==> src/rtl/core/assert_macros.svh <==
// Assertion macros shared by the core.
`ifndef ASSERT_MACROS_SVH
`define ASSERT_MACROS_SVH

`ifndef NO_ASSERTIONS

// check outside reset
`define PTI_ASSERT(lbl, clk, rstn, prop, msg) \
  lbl: assert property (@(posedge clk) disable iff (!rstn) (prop)) else $error(msg);

// check at every edge, reset included
`define PTI_ASSERT_NR(lbl, clk, prop, msg) \
  lbl: assert property (@(posedge clk) (prop)) else $error(msg);

`else

`define PTI_ASSERT(lbl, clk, rstn, prop, msg)

`define PTI_ASSERT_NR(lbl, clk, prop, msg)

`endif

`endif

==> src/rtl/core/pti_pkg.sv <==
package pti_pkg;

  localparam int TAB_LEN    = 18;
  localparam int IDX_W      = 5;
  localparam int VAL_W      = 13;
  localparam int X_W        = 16;
  localparam int SPAN_W     = 7;
  localparam int FRAC_W     = 16;
  localparam int QUO_W      = SPAN_W + FRAC_W;
  localparam int PROD_W     = QUO_W + SPAN_W;
  localparam int SUM_W      = PROD_W - FRAC_W;
  localparam int QCNT_W     = 5;
  localparam int MCNT_W     = 3;
  localparam int IN_DATA_W  = 32;
  localparam int OUT_DATA_W = 16;

  localparam logic [IDX_W-1:0] LAST_IDX  = IDX_W'(TAB_LEN - 1);
  localparam logic [VAL_W-1:0] TEMP_STEP = VAL_W'(100);

  localparam logic ACT_CODE2TEMP = 1'b0;
  localparam logic ACT_TEMP2CODE = 1'b1;

  typedef struct packed {
    logic              clamp;
    logic [VAL_W-1:0]  v1;
    logic [SPAN_W-1:0] dk;
    logic [SPAN_W-1:0] dv;
    logic [SPAN_W-1:0] off;
  } seg_t;

  function automatic logic [VAL_W-1:0] tab_code(input logic [IDX_W-1:0] i);
    logic [VAL_W-1:0] c;
    case (i)
      5'd0:    c = 13'd4096;
      5'd1:    c = 13'd4174;
      5'd2:    c = 13'd4249;
      5'd3:    c = 13'd4322;
      5'd4:    c = 13'd4390;
      5'd5:    c = 13'd4458;
      5'd6:    c = 13'd4521;
      5'd7:    c = 13'd4584;
      5'd8:    c = 13'd4644;
      5'd9:    c = 13'd4701;
      5'd10:   c = 13'd4757;
      5'd11:   c = 13'd4811;
      5'd12:   c = 13'd4863;
      5'd13:   c = 13'd4912;
      5'd14:   c = 13'd4961;
      5'd15:   c = 13'd5008;
      5'd16:   c = 13'd5054;
      5'd17:   c = 13'd5098;
      default: c = '0;
    endcase
    return c;
  endfunction

  function automatic logic [VAL_W-1:0] tab_temp(input logic [IDX_W-1:0] i);
    logic [VAL_W-1:0] t;
    t = VAL_W'(i) * TEMP_STEP;
    return t;
  endfunction

  function automatic logic [VAL_W-1:0] tab_key(input logic act, input logic [IDX_W-1:0] i);
    logic [VAL_W-1:0] k;
    k = (act == ACT_TEMP2CODE) ? tab_temp(i) : tab_code(i);
    return k;
  endfunction

  function automatic logic [VAL_W-1:0] tab_val(input logic act, input logic [IDX_W-1:0] i);
    logic [VAL_W-1:0] v;
    v = (act == ACT_TEMP2CODE) ? tab_code(i) : tab_temp(i);
    return v;
  endfunction

endpackage

==> src/rtl/core/pt1000_table_interpolator_core.sv <==
// Flow: when the input clamps at a table end, the end value goes straight to the output
// register; otherwise the table walk (one entry per cycle) finds h = 1..17, the index of the
// upper table entry, and the bit-serial divider and multiplier form the interpolated result.
// One word in flight: in_tready rises again once the result is loaded, so no new word is
// taken while one is in the search, divide, multiply or output phase.
// Reset: rst_n synchronous, active low; clears the sequencers and drops out_tvalid.
`include "assert_macros.svh"

module pt1000_table_interpolator_core import pti_pkg::*; (
  input  logic                  clk,
  input  logic                  rst_n,
  input  logic                  in_tvalid,
  output logic                  in_tready,
  input  logic [IN_DATA_W-1:0]  in_tdata,   // [15:0] adc_code, [31:16] temperature
  input  logic                  in_tuser,   // [0] action
  output logic                  out_tvalid,
  input  logic                  out_tready,
  output logic [OUT_DATA_W-1:0] out_tdata   // [12:0] result, [15:13] zero
);

  typedef enum logic [4:0] {
    T_IDLE   = 5'b00001,
    T_SEARCH = 5'b00010,
    T_DIV    = 5'b00100,
    T_MUL    = 5'b01000,
    T_OUT    = 5'b10000
  } top_st_t;

  top_st_t          st_r, st_nxt;
  logic [VAL_W-1:0] res_r, res_nxt;
  logic             out_tvalid_r, out_tvalid_nxt;
  logic [VAL_W-1:0] out_res_r, out_res_nxt;

  logic             in_fire, out_load;
  logic [X_W-1:0]   adc_code, temperature, x_sel;
  logic             srch_done, div_start, div_done, mul_start, mul_done;
  seg_t             seg;
  logic [QUO_W-1:0] quo;
  logic [VAL_W-1:0] mul_res;

  assign adc_code    = in_tdata[15:0];
  assign temperature = in_tdata[31:16];
  assign in_tready   = (st_r == T_IDLE);
  assign in_fire     = in_tvalid && in_tready;

  // negative temperature looks up as zero, which clamps to the first code
  always_comb begin
    if (in_tuser == ACT_TEMP2CODE) begin
      x_sel = temperature[X_W-1] ? '0 : temperature;
    end else begin
      x_sel = adc_code;
    end
  end

  pti_search u_search (
    .clk   (clk),
    .rst_n (rst_n),
    .start (in_fire),
    .act   (in_tuser),
    .x     (x_sel),
    .done  (srch_done),
    .seg   (seg)
  );

  assign div_start = (st_r == T_SEARCH) && srch_done && !seg.clamp;

  pti_div u_div (
    .clk   (clk),
    .rst_n (rst_n),
    .start (div_start),
    .dv    (seg.dv),
    .dk    (seg.dk),
    .done  (div_done),
    .quo   (quo)
  );

  assign mul_start = (st_r == T_DIV) && div_done;

  pti_mul u_mul (
    .clk   (clk),
    .rst_n (rst_n),
    .start (mul_start),
    .slope (quo),
    .off   (seg.off),
    .base  (seg.v1),
    .done  (mul_done),
    .res   (mul_res)
  );

  assign out_load = (st_r == T_OUT) && (!out_tvalid_r || out_tready);

  always_comb begin
    st_nxt  = st_r;
    res_nxt = res_r;
    case (st_r)
      T_IDLE: begin
        if (in_fire) begin
          st_nxt = T_SEARCH;
        end
      end
      T_SEARCH: begin
        if (srch_done) begin
          if (seg.clamp) begin
            res_nxt = seg.v1;
            st_nxt  = T_OUT;
          end else begin
            st_nxt = T_DIV;
          end
        end
      end
      T_DIV: begin
        if (div_done) begin
          st_nxt = T_MUL;
        end
      end
      T_MUL: begin
        if (mul_done) begin
          res_nxt = mul_res;
          st_nxt  = T_OUT;
        end
      end
      T_OUT: begin
        if (out_load) begin
          st_nxt = T_IDLE;
        end
      end
      default: begin
        st_nxt = T_IDLE;
      end
    endcase
  end

  always_comb begin
    out_res_nxt    = out_res_r;
    out_tvalid_nxt = out_tvalid_r;
    if (out_load) begin
      out_res_nxt    = res_r;
      out_tvalid_nxt = 1'b1;
    end else if (out_tready) begin
      out_tvalid_nxt = 1'b0;
    end
  end

  always_ff @(posedge clk) begin
    if (!rst_n) begin
      st_r         <= T_IDLE;
      out_tvalid_r <= 1'b0;
    end else begin
      st_r         <= st_nxt;
      out_tvalid_r <= out_tvalid_nxt;
    end
  end

  always_ff @(posedge clk) begin
    res_r     <= res_nxt;
    out_res_r <= out_res_nxt;
  end

  assign out_tvalid = out_tvalid_r;
  assign out_tdata  = OUT_DATA_W'(out_res_r);

  `PTI_ASSERT_NR(a_rst_idle, clk, !rst_n |=> (st_r == T_IDLE) && !out_tvalid, "reset did not idle the core")
  `PTI_ASSERT(a_srch_in_search, clk, rst_n, srch_done |-> (st_r == T_SEARCH), "table search finished outside search phase")
  `PTI_ASSERT(a_div_in_div, clk, rst_n, div_done |-> (st_r == T_DIV), "division finished outside divide phase")

endmodule

==> src/rtl/core/pti_search.sv <==
`include "assert_macros.svh"

module pti_search import pti_pkg::*; (
  input  logic           clk,
  input  logic           rst_n,
  input  logic           start,
  input  logic           act,
  input  logic [X_W-1:0] x,
  output logic           done,
  output seg_t           seg
);

  typedef enum logic [2:0] {
    S_IDLE = 3'b001,
    S_EDGE = 3'b010,
    S_WALK = 3'b100
  } srch_st_t;

  srch_st_t         st_r, st_nxt;
  logic [IDX_W-1:0] idx_r, idx_nxt;
  logic [X_W-1:0]   x_r, x_nxt;
  logic             act_r, act_nxt;
  logic             done_r, done_nxt;
  seg_t             seg_r, seg_nxt;

  logic [IDX_W-1:0] idx_lo;
  logic [VAL_W-1:0] key_lo, key_hi, val_lo, val_hi, key_first, key_last;

  always_comb begin
    idx_lo    = idx_r - 1'b1;
    key_lo    = tab_key(act_r, idx_lo);
    key_hi    = tab_key(act_r, idx_r);
    val_lo    = tab_val(act_r, idx_lo);
    val_hi    = tab_val(act_r, idx_r);
    key_first = tab_key(act_r, '0);
    key_last  = tab_key(act_r, LAST_IDX);
  end

  always_comb begin
    st_nxt   = st_r;
    idx_nxt  = idx_r;
    x_nxt    = x_r;
    act_nxt  = act_r;
    done_nxt = 1'b0;
    seg_nxt  = seg_r;
    case (st_r)
      S_IDLE: begin
        if (start) begin
          x_nxt   = x;
          act_nxt = act;
          st_nxt  = S_EDGE;
        end
      end
      S_EDGE: begin
        if (x_r <= X_W'(key_first)) begin
          seg_nxt       = '0;
          seg_nxt.clamp = 1'b1;
          seg_nxt.v1    = tab_val(act_r, '0);
          done_nxt      = 1'b1;
          st_nxt        = S_IDLE;
        end else if (x_r >= X_W'(key_last)) begin
          seg_nxt       = '0;
          seg_nxt.clamp = 1'b1;
          seg_nxt.v1    = tab_val(act_r, LAST_IDX);
          done_nxt      = 1'b1;
          st_nxt        = S_IDLE;
        end else begin
          idx_nxt = IDX_W'(1);
          st_nxt  = S_WALK;
        end
      end
      S_WALK: begin
        if ((idx_r < LAST_IDX) && (X_W'(key_hi) <= x_r)) begin
          idx_nxt = idx_r + 1'b1;
        end else begin
          seg_nxt.clamp = 1'b0;
          seg_nxt.v1    = val_lo;
          seg_nxt.dk    = SPAN_W'(key_hi - key_lo);
          seg_nxt.dv    = SPAN_W'(val_hi - val_lo);
          seg_nxt.off   = SPAN_W'(x_r - X_W'(key_lo));
          done_nxt      = 1'b1;
          st_nxt        = S_IDLE;
        end
      end
      default: begin
        st_nxt = S_IDLE;
      end
    endcase
  end

  always_ff @(posedge clk) begin
    if (!rst_n) begin
      st_r   <= S_IDLE;
      idx_r  <= '0;
      done_r <= 1'b0;
    end else begin
      st_r   <= st_nxt;
      idx_r  <= idx_nxt;
      done_r <= done_nxt;
    end
  end

  always_ff @(posedge clk) begin
    x_r   <= x_nxt;
    act_r <= act_nxt;
    seg_r <= seg_nxt;
  end

  assign done = done_r;
  assign seg  = seg_r;

  `PTI_ASSERT(a_walk_idx, clk, rst_n, (st_r == S_WALK) |-> (idx_r >= IDX_W'(1)) && (idx_r <= LAST_IDX), "table walk index out of range")

endmodule

==> src/rtl/core/pti_div.sv <==
`include "assert_macros.svh"

module pti_div import pti_pkg::*; (
  input  logic              clk,
  input  logic              rst_n,
  input  logic              start,
  input  logic [SPAN_W-1:0] dv,
  input  logic [SPAN_W-1:0] dk,
  output logic              done,
  output logic [QUO_W-1:0]  quo
);

  logic              busy_r, busy_nxt;
  logic              done_r, done_nxt;
  logic [QCNT_W-1:0] cnt_r, cnt_nxt;
  logic [QUO_W-1:0]  q_r, q_nxt;
  logic [SPAN_W-1:0] rem_r, rem_nxt;
  logic [SPAN_W-1:0] dk_r, dk_nxt;

  logic [SPAN_W:0]   trial, diff;
  logic              fits;

  always_comb begin
    trial = {rem_r, q_r[QUO_W-1]};
    diff  = trial - {1'b0, dk_r};
    fits  = trial >= {1'b0, dk_r};
  end

  always_comb begin
    busy_nxt = busy_r;
    done_nxt = 1'b0;
    cnt_nxt  = cnt_r;
    q_nxt    = q_r;
    rem_nxt  = rem_r;
    dk_nxt   = dk_r;
    if (start) begin
      q_nxt    = {dv, FRAC_W'(0)};
      rem_nxt  = '0;
      dk_nxt   = dk;
      cnt_nxt  = QCNT_W'(QUO_W - 1);
      busy_nxt = 1'b1;
    end else if (busy_r) begin
      q_nxt   = {q_r[QUO_W-2:0], fits};
      rem_nxt = fits ? diff[SPAN_W-1:0] : trial[SPAN_W-1:0];
      cnt_nxt = cnt_r - 1'b1;
      if (cnt_r == '0) begin
        busy_nxt = 1'b0;
        done_nxt = 1'b1;
      end
    end
  end

  always_ff @(posedge clk) begin
    if (!rst_n) begin
      busy_r <= 1'b0;
      done_r <= 1'b0;
      cnt_r  <= '0;
    end else begin
      busy_r <= busy_nxt;
      done_r <= done_nxt;
      cnt_r  <= cnt_nxt;
    end
  end

  always_ff @(posedge clk) begin
    q_r   <= q_nxt;
    rem_r <= rem_nxt;
    dk_r  <= dk_nxt;
  end

  assign done = done_r;
  assign quo  = q_r;

  `PTI_ASSERT(a_rem_below_dk, clk, rst_n, busy_r |-> (rem_r < dk_r), "partial remainder not below divisor")
  `PTI_ASSERT(a_done_after_busy, clk, rst_n, done_r |-> ($past(busy_r) && !busy_r), "quotient done without a division in flight")

endmodule

==> src/rtl/core/pti_mul.sv <==
module pti_mul import pti_pkg::*; (
  input  logic              clk,
  input  logic              rst_n,
  input  logic              start,
  input  logic [QUO_W-1:0]  slope,
  input  logic [SPAN_W-1:0] off,
  input  logic [VAL_W-1:0]  base,
  output logic              done,
  output logic [VAL_W-1:0]  res
);

  typedef enum logic [2:0] {
    M_IDLE = 3'b001,
    M_STEP = 3'b010,
    M_SUM  = 3'b100
  } mul_st_t;

  mul_st_t           st_r, st_nxt;
  logic [MCNT_W-1:0] cnt_r, cnt_nxt;
  logic              done_r, done_nxt;
  logic [PROD_W-1:0] mcand_r, mcand_nxt;
  logic [PROD_W-1:0] acc_r, acc_nxt;
  logic [SPAN_W-1:0] mplier_r, mplier_nxt;
  logic [VAL_W-1:0]  base_r, base_nxt;
  logic [VAL_W-1:0]  res_r, res_nxt;
  logic [SUM_W-1:0]  sum;

  always_comb begin
    sum        = SUM_W'(base_r) + acc_r[PROD_W-1:FRAC_W];
    st_nxt     = st_r;
    cnt_nxt    = cnt_r;
    done_nxt   = 1'b0;
    mcand_nxt  = mcand_r;
    acc_nxt    = acc_r;
    mplier_nxt = mplier_r;
    base_nxt   = base_r;
    res_nxt    = res_r;
    case (st_r)
      M_IDLE: begin
        if (start) begin
          mcand_nxt  = PROD_W'(slope);
          mplier_nxt = off;
          acc_nxt    = '0;
          base_nxt   = base;
          cnt_nxt    = MCNT_W'(SPAN_W - 1);
          st_nxt     = M_STEP;
        end
      end
      M_STEP: begin
        if (mplier_r[0]) begin
          acc_nxt = acc_r + mcand_r;
        end
        mcand_nxt  = {mcand_r[PROD_W-2:0], 1'b0};
        mplier_nxt = {1'b0, mplier_r[SPAN_W-1:1]};
        cnt_nxt    = cnt_r - 1'b1;
        if (cnt_r == '0) begin
          st_nxt = M_SUM;
        end
      end
      M_SUM: begin
        res_nxt  = sum[VAL_W-1:0];
        done_nxt = 1'b1;
        st_nxt   = M_IDLE;
      end
      default: begin
        st_nxt = M_IDLE;
      end
    endcase
  end

  always_ff @(posedge clk) begin
    if (!rst_n) begin
      st_r   <= M_IDLE;
      cnt_r  <= '0;
      done_r <= 1'b0;
    end else begin
      st_r   <= st_nxt;
      cnt_r  <= cnt_nxt;
      done_r <= done_nxt;
    end
  end

  always_ff @(posedge clk) begin
    mcand_r  <= mcand_nxt;
    acc_r    <= acc_nxt;
    mplier_r <= mplier_nxt;
    base_r   <= base_nxt;
    res_r    <= res_nxt;
  end

  assign done = done_r;
  assign res  = res_r;

endmodule
==> config.mk <==
export PLATFORM = sky130hd
export DESIGN_NAME = pt1000_table_interpolator_core
export DESIGN_NICKNAME = d
export VERILOG_FILES = /design/src/rtl/core/pti_pkg.sv /design/src/rtl/core/pt1000_table_interpolator_core.sv /design/src/rtl/core/pti_search.sv /design/src/rtl/core/pti_div.sv /design/src/rtl/core/pti_mul.sv
export VERILOG_INCLUDE_DIRS = /design/src /design/src/rtl/core
export SDC_FILE = /design/constraint.sdc
export NUM_CORES = 1
export LEC_CHECK = 0
export ABC_AREA = 0
export BUFFER_PORTS_ARGS = -buffer_cell sky130_fd_sc_hd__buf_2
export CORE_MARGIN = 10
export CORE_UTILIZATION = 63
export DETAILED_ROUTE_END_ITERATION = 16
export MAX_ROUTING_LAYER = met4
export PLACE_DENSITY_LB_ADDON = 0.25
export SETUP_SLACK_MARGIN = 0.05
export SYNTH_ARGS = -nofsm -noshare
export SYNTH_HDL_FRONTEND = slang
export SYNTH_SLANG_ARGS = --single-unit
==> constraint.sdc <==
create_clock -name clk -period 7.5 [get_ports clk]
set_clock_uncertainty 0.1 [all_clocks]
set_input_delay 0.375 -clock clk [delete_from_list [all_inputs] [get_ports clk]]
set_output_delay 0.375 -clock clk [all_outputs]
set_load 0.02 [all_outputs]
==> results of run 1 <==
area by class of cell:
type | count | share of cell area, %
Sequential cell | 246 | 42.8
Inverter | 87 | 2.07
Clock buffer | 27 | 4.28
Multi-Input combinational cell | 1003 | 44.0
Tap cell | 280 | 2.22
Clock inverter | 23 | 2.10
Timing Repair Buffer | 67 | 2.47
tightest hold or removal path, cell delays in order:
cell and delay, ps:
buf_2 70, nand2_1 40, o21ai_0 70
registers in the layout (all words and copies together), names as in the netlist, 7 cells and up, named ones only:
| register | cells |
|---|---|
| out_res_r | 13 |
| res_r | 13 |
| u_div.dk_r | 7 |
| u_div.quo | 23 |
| u_div.rem_r | 7 |
| u_mul.acc_r | 29 |
| u_mul.base_r | 13 |
| u_mul.mcand_r | 29 |
| u_mul.mplier_r | 7 |
| u_mul.res | 13 |
| u_search.seg | 35 |
| u_search.x_r | 16 |
cells by family after synthesis:
| kind of cell | synth area share (%) |
|---|---|
| xor+xnor | 4.20 |
| flops | 47.7 |
| buf+inv | 3.68 |
| mux | 4.03 |
| fa+ha+maj | 13.3 |
| simple gates | 15.2 |
| compound gates | 11.9 |
| other cells | 0.0265 |
power breakdown:
group / internal [mW] / switching [mW] / leakage [nW]
clock network: 0.909 / 0.561 / 0.483
logic: 0.0721 / 0.102 / 3.86
registers: 1.47 / 0.0166 / 2.15
per-layer routing:
metal	vias up	track usage, %	share of wire (%)	wire (um)
met3	56	2.87	4.7	1390
met1	4733	25.7	43	12900
met2	259	36.3	49	14500
met5	-	-	0	0
met4	0	6.37	3.0	893
li1	5012	-	-	-
Yosys cell counts, drive strengths merged, types with 3 or more instances:
cell type  number  area [um2]
clkbuf         37         139
nand3          17        85.1
o311ai          3        26.3
o31ai           4        30.0
a211oi         13        97.6
nor4            5        46.3
clkinv          4        15.0
mux2i          32         320
inv            83         312
dfxtp          63        1260
edfxtp        183        5500
o21bai          5        37.5
and3            6        37.5
xnor2          47         412
nand2b         20         125
nor3b           6        45.0
o211ai          8        60.1
a21oi          72         360
buf             8        56.3
nor3           32         160
a211o           3        26.3
a21o           27         203
a21boi          6        45.0
or2             8        50.1
nor2          135         517
xor2           21         184
o2111ai         3        26.3
nand3b          8        60.1
a31oi          12        75.1
ha            138        1730
o21a            6        45.0
mux2           22         251
o21ai          82         414
o31a            3        26.3
and2           18         113
fa              8         160
nand2         166         623
nor4b           4        35.0
nor2b          22         138
nand4          10        62.6
how the worst min path moves through the flow:
stage	cells after the start	startpoint	slack, ps	to
floorplan	0	res_r[0]	300	out_res_r[0]
global placement	0	res_r[8]	300	out_res_r[8]
detailed placement	0	res_r[2]	310	out_res_r[2]
CTS	3	in_tdata[29]	0.3	u_search.x_r[13]
global route	3	in_tdata[19]	20	u_search.x_r[3]
finish	3	in_tdata[18]	30	u_search.x_r[2]
==> results by group, run 1 <==
STA
  – Crit path time final: 6110 ps
  – Setup violators final: 0
  – Max Freq: 0.164 GHz
  – Hold WS: 26.1 ps
  – Setup_tns: 0 ps
  – Final period util: 81.4%
  – Slew HR: 19.3%
  – Final WS setup: 1390 ps
  – Slew Viols, Final: 0
  – Worst Tran Pin Value: 1210 ps
  – Final hold violations: 0
  – RSZ-0062 raised after global routing: false

Worst setup path
  – Max FO, Critical Path: 18
  – Worst setup SP type: register
  – R2R setup slack: 1390 ps
  – Crit-path leading delay family: compound AO/OA/AOI/OAI gates
  – Required time of the critical path: 7900 ps
  – WP data arrival: 6510 ps
  – Bufs and invs on worst path: 1
  – Worst reg2reg path depth: 19
  – Critical Path Stages: 19
  – CP endpoint kind: register
  – R2R Path Start: u_search.idx_r[0]
  – CP max-delay cell: dfxtp_1
  – CP startpoint: u_search.idx_r[0]
  – Crit-path cells: inv_1, ha_1, ha_1, ha_1, fa_1, a31oi_1, xor2_1, nor2_1, ha_1, a21oi_1, nand2_1, a221o_1, o31ai_1, nand3_1, a31oi_1, nor2_1, ha_1, a2111oi_0, a221o_1
  – Most frequent CP cell: ha_1
  – CP max stage delay: 730 ps
  – Crit Path Category: register to register

Synthesis
  – Seq/Total Area, Yosys: 47.7%
  – Synth warn: 0
  – Synthesized flop and latch total: 246
  – Number of synthesized flops with an enable pin: 183
  – Avg Inst Size Synth: 10.3 um2
  – Cell area after synthesis: 14200 um2
  – Yosys cell types: 74
  – Gate Count Post-Synth: 1379
  – Ys async rst share: 0%
  – Ys flop type: edfxtp_1

Detailed routing
  – Number of remaining DRC errors: 0
  – DRT Pass-1 Iters: 5
  – ANT nets after route: 0
  – First-iteration detailed-routing DRC count: 726
  – Vias: 10060
  – Wire length per cell: 17.1 um
  – Post-Route WL: 29700 um
  – Drt via density: 5.80

Clocking
  – Clock Latency Late Sink: 550 ps
  – Max clock buf depth: 3
  – Setup bufs post-CTS: 0
  – # hold bufs at CTS: 6
  – Clk slew on worst S/H paths: 70 ps
  – H-tree Lvls: 1
  – Num CTS Buffers: 27
  – Clk sinks: 246
  – Resize count post-CTS: 0
  – Clock Tree Root: clkbuf_16
  – CTS tree: done

Cells and area
  – Final Instance Area: 15800 um2
  – Final cell count without fillers: 1733
  – Antenna cells: 0
  – Area of the multi-input gates: 6950 um2
  – NumNets Final: 1615
  – FF+latch area: 6760 um2
  – Commonest cells after routing, fill and taps aside: edfxtp_1, nand2_1, ha_1
  – FILL cells: 1553
  – Commonest non-fill, non-tap cell in the layout: edfxtp_1
  – Area growth syn-to-layout: 11.3%
  – Layout cells sized above 1: 10.9%
  – Layout Utilization: 71.9%

Placed design
  – Buffers on Ports: 51
  – Placed Area: 14700 um2
  – Post-DP HPWL: 21400 um
  – GP Congestion: 0.910
  – Placed Cells: 1677
  – Pre-CTS WS: 1520 ps

Global route
  – Initial antenna violation count: 0
  – Largest net degree at the start of global routing: 61
  – Total grt overflow: 0
  – Number of global-route vias before repair: 10214
  – First-pass GRT wire length: 49500 um
  – GRT Overall Usage: 21.2%

Die
  – Width of the chip: 170 um
  – Core footprint: 22000 um2
  – Row count: 54
  – Initial cell density of the core: 64.6%
  – Die H: 170 um
  – Die Area: 28900 um2
  – IO Pins: 55

Outcome
  – Outcome: completed

Pwr
  – Leak pwr: 6.49 nW
  – Peak VDD IR: 0.246 mV
  – P per Cell Area: 199 nW/um2
  – Power, Total: 3.13 mW

Flow run
  – MaxCap Viol Count: 0

Worst hold path
  – Hold/Removal Path Class: primary input to register
Power figures use the tool's default switching activity.
==> inputs of run 2 (changes only) <==
CORE_UTILIZATION = 57   (was 63)
clock period = 5.2 ns   (was 7.5 ns; I/O delays follow)
==> run 2 against run 1 <==
Via count increased by 2.7%. Maximum frequency up 22%. Count of clock-buffer cells in the layout grew 12. Wire length is 4.2% higher. Total power is 35% higher. Hold slack improved by 49 ps. Combinational power is 61% higher. Final cell count up 5.3%. Register-to-register slack got worse by 1200 ps. Die area up 9.3%. Global-route usage is 1.2 points lower. Sequential power grew 44%. Critical path type unchanged. Largest power group unchanged. Highest routed layer unchanged.
==> results by group, run 2 (synthesis gave the netlist of run 1 again) <==
Pwr
  – Clock power frac: 42.8%
  – P per Cell Area: 261 nW/um2
  – Gate power share: 6.6%
  – Fraction of power consumed by sequential logic: 50.7%
  – Peak VDD IR: 0.213 mV
  – Leak pwr: 6.66 nW
  – NetSw: 0.927 mW
  – Pint: 3.32 mW
  – Power, Total: 4.24 mW
  – Sw Share: 21.8%

Detailed routing
  – Post-Route WL: 30900 um
  – M1 WL: 13400 um
  – Vias: 10328
  – ANT nets after route: 0
  – Drt via density: 5.66
  – Uppermost layer routed: met4
  – WL met3: 1290 um
  – DRT Pass-1 Iters: 5
  – Number of remaining DRC errors: 0
  – First-iteration detailed-routing DRC count: 580
  – DR WL met2: 15400 um
  – Wire length per cell: 16.9 um

Clocking
  – CTS tree: done
  – Clk slew on worst S/H paths: 60 ps
  – H-tree Lvls: 1
  – Clk sinks: 246
  – Clock Latency Late Sink: 520 ps
  – Clock Tree Root: clkbuf_16
  – Num CTS Buffers: 26
  – Max clock buf depth: 3

Worst setup path
  – Worst setup SP type: register
  – Crit Path Category: register to register
  – CP endpoint kind: register
  – Required time of the critical path: 5490 ps
  – CP startpoint: u_search.idx_r[1]
  – Max FO, Critical Path: 6
  – Worst reg2reg path depth: 20
  – R2R Path Start: u_search.idx_r[1]
  – WP data arrival: 5310 ps

STA
  – Slew HR: 19.8%
  – Worst Tran Pin Value: 1200 ps
  – Hold WS: 74.8 ps
  – Setup violators final: 0
  – Final hold violations: 0
  – Max Freq: 0.199 GHz
  – Final period util: 96.5%
  – Crit path time final: 5020 ps
  – Slew Viols, Final: 0

Die
  – Die H: 178 um
  – IO Pins: 55
  – Initial cell density of the core: 58.1%
  – Width of the chip: 178 um
  – Row count: 57
  – Core footprint: 24400 um2
  – Die Area: 31600 um2

Placed design
  – Post-DP HPWL: 21600 um
  – Buffers on Ports: 51
  – Placed Cells: 1734
  – GP Congestion: 0.936

Cells and area
  – Layout cells sized above 1: 12.5%
  – Area growth syn-to-layout: 14.7%
  – Antenna cells: 0
  – Commonest non-fill, non-tap cell in the layout: edfxtp_1
  – Final cell count without fillers: 1825
  – Commonest cells after routing, fill and taps aside: edfxtp_1, nand2_1, ha_1
  – Largest register FFs: 35
  – NumNets Final: 1664
  – FILL cells: 1921

Global route
  – Largest net degree at the start of global routing: 60
  – Number of global-route vias before repair: 10403
  – Total grt overflow: 0
  – GRT Overall Usage: 20.0%
  – First-pass GRT wire length: 50700 um
  – Initial antenna violation count: 0

Worst hold path
  – Hold Path Origin: in_tvalid
  – WHS Path Cells: 3
  – Hold/Removal Path Class: primary input to register

Outcome
  – Outcome: completed

Flow run
  – MaxCap Viol Count: 0
==> run 2: changes by cell type in the layout (fill, tap and decap cells not counted), sizes merged <==
cell         previous run  this run
bufinv                  7         0
dlygate4sd3             6        34
clkbuf                 27        39
buf                    61        82
clkinvlp                3         2
nor2                  135       136
clkinv                 16        10
==> run 2: per-stage QoR <==
stage          utilization [%]  setup TNS, ps  setup WS, ps  instance area [um2]
2_1_floorplan                -              0           204                14200
3_3_place_gp              61.0              0           294                14900
3_5_place_dp              61.0              0           165                14900
4_1_cts                   65.9              0           106                16100
5_1_grt                   66.7          -26.3         -22.9                16300
6_report                  66.7              0           182                16300
==> run 2: final timing paths <==
path | end | slack (ps)
max | register | 180
min | st_r[0] | 70
max reg2reg | register | 180
min reg2reg | u_div.dk_r[0] | 320
==> run 2: timing repair <==
item	4_1_cts	5_1_grt
hold buffers	34	0
resized for setup	0	23
endpoints found under the hold margin	20	0
setup buffers	0	8
setup endpoints to repair	0	8
==> run 2: worst max-delay path: stages, from the launching register on <==
cell and delay, ps:
dfxtp_1 340, inv_2 80, ha_4 300, ha_1 230
ha_1 230, fa_2 350, a31oi_1 220, xor2_1 170
nor2_1 60, ha_1 360, a21oi_2 160, nand2_1 70
a221o_1 330, o31a_1 390, o41a_1 520, nor4_4 320
buf_4 190, buf_4 120, o21ai_4 60, mux2i_1 210
o21ai_1 100
==> run 2: layout make-up <==
type,instances,area (um2),area share (%)
Clock buffer,39,803,4.94
Inverter,87,329,2.02
Clock inverter,9,50.0,0.308
Multi-Input combinational cell,1004,7080,43.5
Sequential cell,246,6760,41.5
Timing Repair Buffer,116,841,5.17
Tap cell,324,405,2.49
==> run 2: power groups by stage <==
stage / logic [mW] / registers, mW / clock network, mW
6_report: 0.280 / 2.15 / 1.82
3_3_place_gp: 0.244 / 2.19 / 0
3_5_place_dp: 0.251 / 2.19 / 0
2_1_floorplan: 0.182 / 2.18 / 0
4_1_cts: 0.275 / 2.15 / 1.86
5_1_grt: 0.313 / 2.15 / 1.93
==> run 2: routing by layer <==
metal	track usage, %	vias up
met5	-	-
li1	-	5105
met2	34.4	253
met1	24.0	4918
met4	5.97	0
met3	2.66	52
